**config.mk**
```make
export PLATFORM = sky130hd
export DESIGN_NAME = vnlg_divider
export DESIGN_NICKNAME = d
export VERILOG_FILES = /design/src/sv/vnlg_pkg.sv /design/src/sv/vnlg_divider.sv
export SDC_FILE = /design/constraint.sdc
export NUM_CORES = 1
export LEC_CHECK = 0
export BUFFER_PORTS_ARGS = -buffer_cell sky130_fd_sc_hd__buf_2
export CORE_MARGIN = 2
export CORE_UTILIZATION = 25
export DETAILED_ROUTE_END_ITERATION = 16
export GPL_TIMING_DRIVEN = 0
export SYNTH_ARGS = -nofsm -noshare
export SYNTH_HDL_FRONTEND = slang
export SYNTH_SLANG_ARGS = --single-unit
```
**constraint.sdc**
```tcl
create_clock -name i_clk -period 1.8 [get_ports i_clk]
set_input_delay 0.18 -clock i_clk [delete_from_list [all_inputs] [get_ports i_clk]]
set_output_delay 0.18 -clock i_clk [all_outputs]
set_load 0.05 [all_outputs]
```
**src/sv/vnlg_pkg.sv**
```systemverilog
// Shared types, constants and the neighbour offset table of the voxel label gather.
// No dependencies; imported by every module of the block.
package vnlg_pkg;

    localparam int LABEL_W = 21;
    localparam int IDX_W   = 21;
    localparam int DIM_W   = 8;
    localparam int CONN_W  = 5;
    localparam int CFG_W   = 8;
    localparam int CFG_IDX_W = 2;
    localparam int NID_W   = 26;
    localparam int TABLE_LEN = 26;

    localparam logic [DIM_W-1:0]  DIM_RESET  = 8'd128;
    localparam logic [CONN_W-1:0] CONN_RESET = 5'd26;

    typedef enum logic [CFG_IDX_W-1:0] {
        CFG_DIM_X = 2'd0,
        CFG_DIM_Y = 2'd1,
        CFG_DIM_Z = 2'd2,
        CFG_CONN  = 2'd3
    } t_cfg_idx;

    typedef enum logic {
        ACT_WRITE = 1'b0,
        ACT_QUERY = 1'b1
    } t_action;

    typedef enum logic [2:0] {
        ST_CLEAR,
        ST_IDLE,
        ST_DIV_X,
        ST_DIV_Y,
        ST_WALK,
        ST_FIN
    } t_state;

    typedef struct packed {
        logic signed [1:0] x;
        logic signed [1:0] y;
        logic signed [1:0] z;
    } t_off;

    typedef struct packed {
        logic             start;
        logic [IDX_W-1:0] dividend;
        logic [DIM_W-1:0] divisor;
    } t_div_req;

    typedef struct packed {
        logic             done;
        logic [IDX_W-1:0] quot;
        logic [DIM_W-1:0] rem;
    } t_div_rsp;

    localparam logic signed [1:0] OFF_X [TABLE_LEN] = '{
        2'sd1, -2'sd1, 2'sd0, 2'sd0, 2'sd0, 2'sd0,
        2'sd1, -2'sd1, 2'sd1, -2'sd1, 2'sd1, -2'sd1, 2'sd1, -2'sd1,
        2'sd0, 2'sd0, 2'sd0, 2'sd0,
        2'sd1, -2'sd1, 2'sd1, -2'sd1, 2'sd1, -2'sd1, 2'sd1, -2'sd1};
    localparam logic signed [1:0] OFF_Y [TABLE_LEN] = '{
        2'sd0, 2'sd0, 2'sd1, -2'sd1, 2'sd0, 2'sd0,
        2'sd1, 2'sd1, -2'sd1, -2'sd1, 2'sd0, 2'sd0, 2'sd0, 2'sd0,
        2'sd1, -2'sd1, 2'sd1, -2'sd1,
        2'sd1, 2'sd1, -2'sd1, -2'sd1, 2'sd1, 2'sd1, -2'sd1, -2'sd1};
    localparam logic signed [1:0] OFF_Z [TABLE_LEN] = '{
        2'sd0, 2'sd0, 2'sd0, 2'sd0, 2'sd1, -2'sd1,
        2'sd0, 2'sd0, 2'sd0, 2'sd0, 2'sd1, 2'sd1, -2'sd1, -2'sd1,
        2'sd1, 2'sd1, -2'sd1, -2'sd1,
        2'sd1, 2'sd1, 2'sd1, 2'sd1, -2'sd1, -2'sd1, -2'sd1, -2'sd1};

    // Entries past the end of the table read as a zero offset.
    function automatic t_off offset_of(logic [CONN_W-1:0] k);
        t_off o;
        o = '0;
        if (32'(k) < TABLE_LEN) begin
            o.x = OFF_X[k];
            o.y = OFF_Y[k];
            o.z = OFF_Z[k];
        end
        return o;
    endfunction

    // A zero extent acts as one, anything above the maximum acts as the maximum.
    function automatic logic [DIM_W-1:0] eff_dim(logic [DIM_W-1:0] d, int unsigned max_dim);
        logic [DIM_W-1:0] r;
        r = d;
        if (d == '0) begin
            r = DIM_W'(1);
        end else if (32'(d) > max_dim) begin
            r = DIM_W'(max_dim);
        end
        return r;
    endfunction

endpackage

```
**src/sv/vnlg_divider.sv**
```systemverilog
// Shared restoring divider: splits a voxel index by one volume extent, one quotient
// bit per cycle. Depends on vnlg_pkg.
module vnlg_divider
    import vnlg_pkg::*;
(
    input  logic     i_clk,
    input  logic     i_rst_n,
    input  t_div_req i_req,
    output t_div_rsp o_rsp
);

    localparam int CNT_W = $clog2(IDX_W);
    localparam logic [CNT_W-1:0] LAST_STEP = CNT_W'(IDX_W - 1);

    logic             r_busy, n_busy;
    logic             r_done, n_done;
    logic [CNT_W-1:0] r_cnt, n_cnt;
    logic [IDX_W-1:0] r_quo, n_quo;
    logic [DIM_W-1:0] r_rem, n_rem;
    logic [DIM_W-1:0] r_div, n_div;

    logic [DIM_W:0] w_part;
    logic [DIM_W:0] w_diff;
    logic           w_ge;

    assign w_part = {r_rem, r_quo[IDX_W-1]};
    assign w_ge   = w_part >= {1'b0, r_div};
    assign w_diff = w_part - {1'b0, r_div};

    always_comb begin
        n_busy = r_busy;
        n_done = 1'b0;
        n_cnt  = r_cnt;
        n_quo  = r_quo;
        n_rem  = r_rem;
        n_div  = r_div;
        if (i_req.start) begin
            n_busy = 1'b1;
            n_cnt  = '0;
            n_quo  = i_req.dividend;
            n_rem  = '0;
            n_div  = i_req.divisor;
        end else if (r_busy) begin
            // The partial remainder stays below twice the divisor, so the
            // difference always fits the remainder width.
            n_rem = w_ge ? w_diff[DIM_W-1:0] : w_part[DIM_W-1:0];
            n_quo = {r_quo[IDX_W-2:0], w_ge};
            if (r_cnt == LAST_STEP) begin
                n_busy = 1'b0;
                n_done = 1'b1;
            end else begin
                n_cnt = r_cnt + CNT_W'(1);
            end
        end
    end

    always_ff @(posedge i_clk) begin
        if (!i_rst_n) begin
            r_busy <= 1'b0;
            r_done <= 1'b0;
            r_cnt  <= '0;
        end else begin
            r_busy <= n_busy;
            r_done <= n_done;
            r_cnt  <= n_cnt;
        end
        r_quo <= n_quo;
        r_rem <= n_rem;
        r_div <= n_div;
    end

    assign o_rsp.done = r_done;
    assign o_rsp.quot = r_quo;
    assign o_rsp.rem  = r_rem;

endmodule

```
# --- After elaboration in Yosys (flattened, before gate mapping) ---
# Index checks and enable logic that the tools add are counted.
# Widths: inputs -> output; s select.
totals:
  inputBits: 32
  wordCells: 24
  reg_bits: 44
  out_inout_bits: 30
op_classes:
  eq_ne: 1
  n_lt_le_gt_ge: 1
  bitwise_logic: 3
  mux: 7
  reduce_logical: 4
  n_addsub: 2
ops:
  columns: ["op", "n"]
  rows:
  - ["$mux 21", 2]
  - ["$ge 9x8->1", 1]
  - ["$mux 8", 1]
  - ["$sub 8x8->8", 1]
  - ["$add 5x1->5 const B", 1]
  - ["$eq 5x5->1 const B", 1]
  - ["$mux 1", 4]
  - ["$not 1->1", 3]
  - ["$reduce_or 3->1", 1]
  - ["$reduce_and 2->1", 1]
  - ["$reduce_bool 2->1", 1]
  - ["$reduce_or 2->1", 1]

# --- Depth between registers and ports, before layout ---
depth:
  depth_word: 4
  mapped_depth: 8
  mapped_depth_nobuf: 8

# --- Least setup slack after synthesis ---
# No wires, ideal clock.
synth_timing:
  path_type: "reg-to-reg"
  from: "reg r_rem[5]"
  to: "reg r_quo[0] (data pin)"
  setup_ps: 260
  required_time_ps: 1540
  slack_ps: -431
  n_path_buf: 1
  arrival_time_ps: 1971
  period_less_slack_ps: 2231
  path_stages_with_launch: 7
  path_cell_list: "dfxtp_1 -> ha_1 -> a21o_1 -> a221oi_2 -> o21ai_2 -> buf_6 -> mux2_2"
synth_via:
  elab_chain_len: 3
synth_lines:
  columns: ["item", "line_no", "text"]
  rows:
  - ["start: declaration", "vnlg_divider.sv:19", "logic [DIM_W-1:0] r_rem, n_rem;"]
  - ["start signal: assignment", "vnlg_divider.sv:68", "r_rem <= n_rem;"]
  - ["$ge 9x8->1", "vnlg_divider.sv:27", "assign w_ge = w_part >= {1'b0, r_div};"]
  - ["$mux 21", "vnlg_divider.sv:43", "end else if (r_busy) begin"]
  - ["$mux 21", "vnlg_divider.sv:37", "if (i_req.start) begin"]
  - ["via n_quo[0]", "vnlg_divider.sv:18", "logic [IDX_W-1:0] r_quo, n_quo;"]
  - ["end signal: assignment", "vnlg_divider.sv:67", "r_quo <= n_quo;"]
  - ["end: declaration", "vnlg_divider.sv:18", null]
# The timed path passes the listed nets, and every way through them passes these cells. The select of a mux whose other input is x is not followed.
# A chain may end at the register's enable or synchronous reset.

# --- Final worst setup path ---
layout_timing:
  from: "reg r_div[6]"
  to: "reg r_quo[0] (data pin)"
layout_via:
  elab_chain_len: 3
layout_lines:
  columns: ["item", "line_no", "text"]
  rows:
  - ["start: declaration", "vnlg_divider.sv:20", "logic [DIM_W-1:0] r_div, n_div;"]
  - ["start signal: assignment", "vnlg_divider.sv:69", "r_div <= n_div;"]
  - ["$ge 9x8->1", "vnlg_divider.sv:27", null]
  - ["$mux 21", "vnlg_divider.sv:43", null]
  - ["$mux 21", "vnlg_divider.sv:37", null]
  - ["via n_quo[0]", "vnlg_divider.sv:18", null]
# The timed path passes the listed nets, and every way through them passes these cells. The select of a mux whose other input is x is not followed.

==> impl_metrics.yaml <==
setup_path:
  crit_path_max_fanout: 7
  cp.required_ps: 1860
  timing.critical_path.cells: "inv_2, ha_4, a21o_1, a221oi_4, o21ai_2, buf_6, mux2_4"
  worst_path_max_delay_cell: "sky130_fd_sc_hd__edfxtp_1"
  worstSetupPathType: "reg2reg"
  worst_setup_path_start_kind: "register"
  cp-end-kind: "register"
  worstPathArrival_ps: 1950
  crit_buf_inv: 2
  critical-path-top-delay-family: "compound AO/OA/AOI/OAI gates"
  timing.critical_path.slowest_cell_delay_ps: 390
route:
  routedWlPerCell_um: 14.0
  ant_nets: 0
  drt_drc_violations_left: 0
  vias_per_cell: 4.46
  number_of_drc_violations_after_detailed_routing_iteration_0: 59
  vias: 1628
  drt_pass1_iterations: 4
  drt_wl_total_um: 5130
power_and_ir_drop:
  swShare_pct: 31.2
  vdd.ir_drop.worst_uv: 517
  power.share.clock_pct: 29.9
  netSwitchingPower_uw: 820
  pwr-share-seq_pct: 46.2
  cellInternalPower_mw: 1.81
  p_leak_nw: 1.21
  cellPowerDensity_nw_per_um2: 891
  share_comb_of_total_power_pct: 23.9
placement:
  port-buffer-count: 61
  place_congestion: 0.838
  dpl-instance-area_sq_um: 2660
  detailed_place_hpwl_um: 3530
final_layout:
  num_antenna_cells: 0
  filler_cell_count: 886
  share_of_cells_above_drive_strength_1_pct: 51.8
  net_count_reported_at_finish: 299
  areaGrowthSynthToFinish_pct: 35.0
  layout.area.seq_sq_um: 1190
  multiInputGateArea_sq_um: 1030
  design_area_sq_um: 2950
global_routing:
  groute.usage.overall_pct: 10.8
  grt_pass1_wl_um: 8220
  grt_start_max_net_pins: 16
  number_of_global_route_vias_before_repair: 1683
  antenna_violations_before_repair: 0
  overflow: 0
yosys:
  post_synth_num_cell_types: 40
  synthesis.instances: 179
  yosysTopAreaCell: "sky130_fd_sc_hd__edfxtp_1"
  ys_seq_area_share_pct: 53.6
  synth-edff-count: 29
  synth_top_area_share_pct: 39.9
  async_set_or_reset_flop_fraction_in_the_synthesized_netlist_pct: 0
  ys_top_cells_by_area: "sky130_fd_sc_hd__edfxtp_1 (40%), sky130_fd_sc_hd__dfxtp_1 (14%), sky130_fd_sc_hd__mux2_2 (11%)"
  netlist_area_sq_um: 2180
  synthesis.yosys.warnings: 0
  syn_nets: 222
  yosys.cell_count.top_type: "sky130_fd_sc_hd__edfxtp_1"
  ys_dominant_reg_cell: "sky130_fd_sc_hd__edfxtp_1"
  ys_ff_latch: 44
  synthesis.area_per_instance_sq_um: 12.2
  netlist_top_cells_count: "sky130_fd_sc_hd__edfxtp_1 (29), sky130_fd_sc_hd__mux2_2 (21), sky130_fd_sc_hd__dfxtp_1 (15), sky130_fd_sc_hd__inv_1 (15), sky130_fd_sc_hd__nor2_1 (15)"
floorplan:
  initial_utilization_pct: 25.4
  die-height_um: 97.5
  fp.dieArea_sq_um: 9500
  coreArea_sq_um: 8590
  chipWidth_um: 97.5
  std_cell_rows: 34
  ioPinCount: 62
timing:
  drv_slew: 0
  setup_viol: 6
  worst-slew-pin-transition_ps: 583
  setup_total_negative_slack_ps: -242
  timing.fmax_mhz: 528
  finalWorstPathRequiredPeriod_ps: 1890
  setup_slack_after_layout_ps: -92.7
  max_slew_margin_pct: 61.1
  timing_hold_violations_final: 0
  layout_worst_path_cycle_share_pct: 105
  timing.clock.skew_ps: 8.59
  rsz_0062_raised_after_global_routing: "true"
clock_tree:
  worst_setup_hold_path_clk_slew_ps: 90
  cts_num_sinks: 44
  tritoncts: "yes"
  clkLatencyLatePin_ps: 300
  cts_root_buffer: "sky130_fd_sc_hd__clkbuf_8"
  cts_made_buffers: 5
  htreeDepth: 2
  max-clock-path-buffers: 2
run_status:
  run_status: "finished with violations"
  violated_checks: "setup timing"
min_path:
  hold_class: "in2reg"
run:
  maxCapViolCount: 0
per-layer routing:
layer  vias to the layer above  track usage [%]  part of all wire, %
met5                         -                0                    0
met4                         0             2.88                  1.4
met3                         8             3.09                  6.1
met2                        61             18.5                   47
met1                       758             13.3                   45
li1                        801                -                    -
cells by family after synthesis:
kind of cell	count (synthesis)	synth area share, %
xor+xnor	9	3.61
fa+ha+maj	11	6.65
mux	26	13.1
buf+inv	21	4.24
compound gates	25	9.34
simple gates	43	9.40
flops	44	53.6
power groups by stage:
| stage | Clock [mW] | Combinational [mW] | Sequential [mW] |
|---|---|---|---|
| 2_1_floorplan | 0 | 0.225 | 1.43 |
| 3_3_place_gp | 0 | 0.561 | 1.23 |
| 3_5_place_dp | 0 | 0.570 | 1.23 |
| 4_1_cts | 0.804 | 0.604 | 1.21 |
| 5_1_grt | 0.831 | 0.672 | 1.22 |
| 6_report | 0.787 | 0.628 | 1.21 |
worst paths after layout:
check,start,end,slack [ps],cells after the start
setup / recovery,r_div[6],r_quo[0],-90,7
hold / removal,i_req[7],r_div[7],50,1
setup reg to reg,r_div[6],r_quo[0],-90,7
hold reg to reg,r_rem[4],r_rem[4],500,2
area by class of cell:
cell class | count | share of cell area [%]
plain buffers | 6 | 1.23
clock buffers | 5 | 2.34
clock inverters | 3 | 1.57
inverters | 15 | 2.04
multi-input cells | 114 | 35.0
flip-flops and latches | 44 | 40.3
well taps | 108 | 4.59
repair buffers | 69 | 12.7
repair inverters | 1 | 0.255
cell usage in the layout (no fill, tap or decap), types with 4 or more instances in the layout:
master	n
sky130_fd_sc_hd__buf_2	63
sky130_fd_sc_hd__edfxtp_1	29
sky130_fd_sc_hd__mux2_2	20
sky130_fd_sc_hd__nor2_1	13
sky130_fd_sc_hd__inv_1	10
sky130_fd_sc_hd__dfxtp_1	9
sky130_fd_sc_hd__nand2_1	8
sky130_fd_sc_hd__buf_4	7
sky130_fd_sc_hd__xor2_1	6
sky130_fd_sc_hd__mux2i_1	5
sky130_fd_sc_hd__ha_1	5
sky130_fd_sc_hd__ha_4	5
sky130_fd_sc_hd__clkbuf_8	5
sky130_fd_sc_hd__inv_2	4
sky130_fd_sc_hd__nand2b_1	4
sky130_fd_sc_hd__dfxtp_4	4
state kept, by name, summed over array words and instances, names as in the netlist:
| name | count |
|---|---|
| r_div | 8 |
| r_cnt | 5 |
| r_rem | 8 |
| r_quo | 21 |
| r_busy | 1 |
| r_done | 1 |
through the flow:
| step | hold WS [ps] | cells | power [mW] | utilization [%] | setup WS (ps) |
|---|---|---|---|---|---|
| floorplan | 279 | 179 | 1.65 | - | -187 |
| CTS | 43.9 | 362 | 2.62 | 33.6 | -87.0 |
| finish | 50.0 | 365 | 2.63 | 34.3 | -92.7 |
| detailed placement | 360 | 348 | 1.80 | 30.9 | -388 |
| global route | 39.3 | 365 | 2.73 | 34.3 | -178 |
| global placement | 357 | 348 | 1.79 | 30.9 | -345 |
timing repair:
action                                 in CTS  in global routing
cloned                                      1                  0
resized for setup                          15                  8
setup endpoints to repair                  29                 20
buffers inserted                            5                  3
endpoints found under the hold margin       0                  0
pin swaps                                   3                  2
hold buffers                                0                  0
Note: power is estimated with default switching activity, not from simulation.
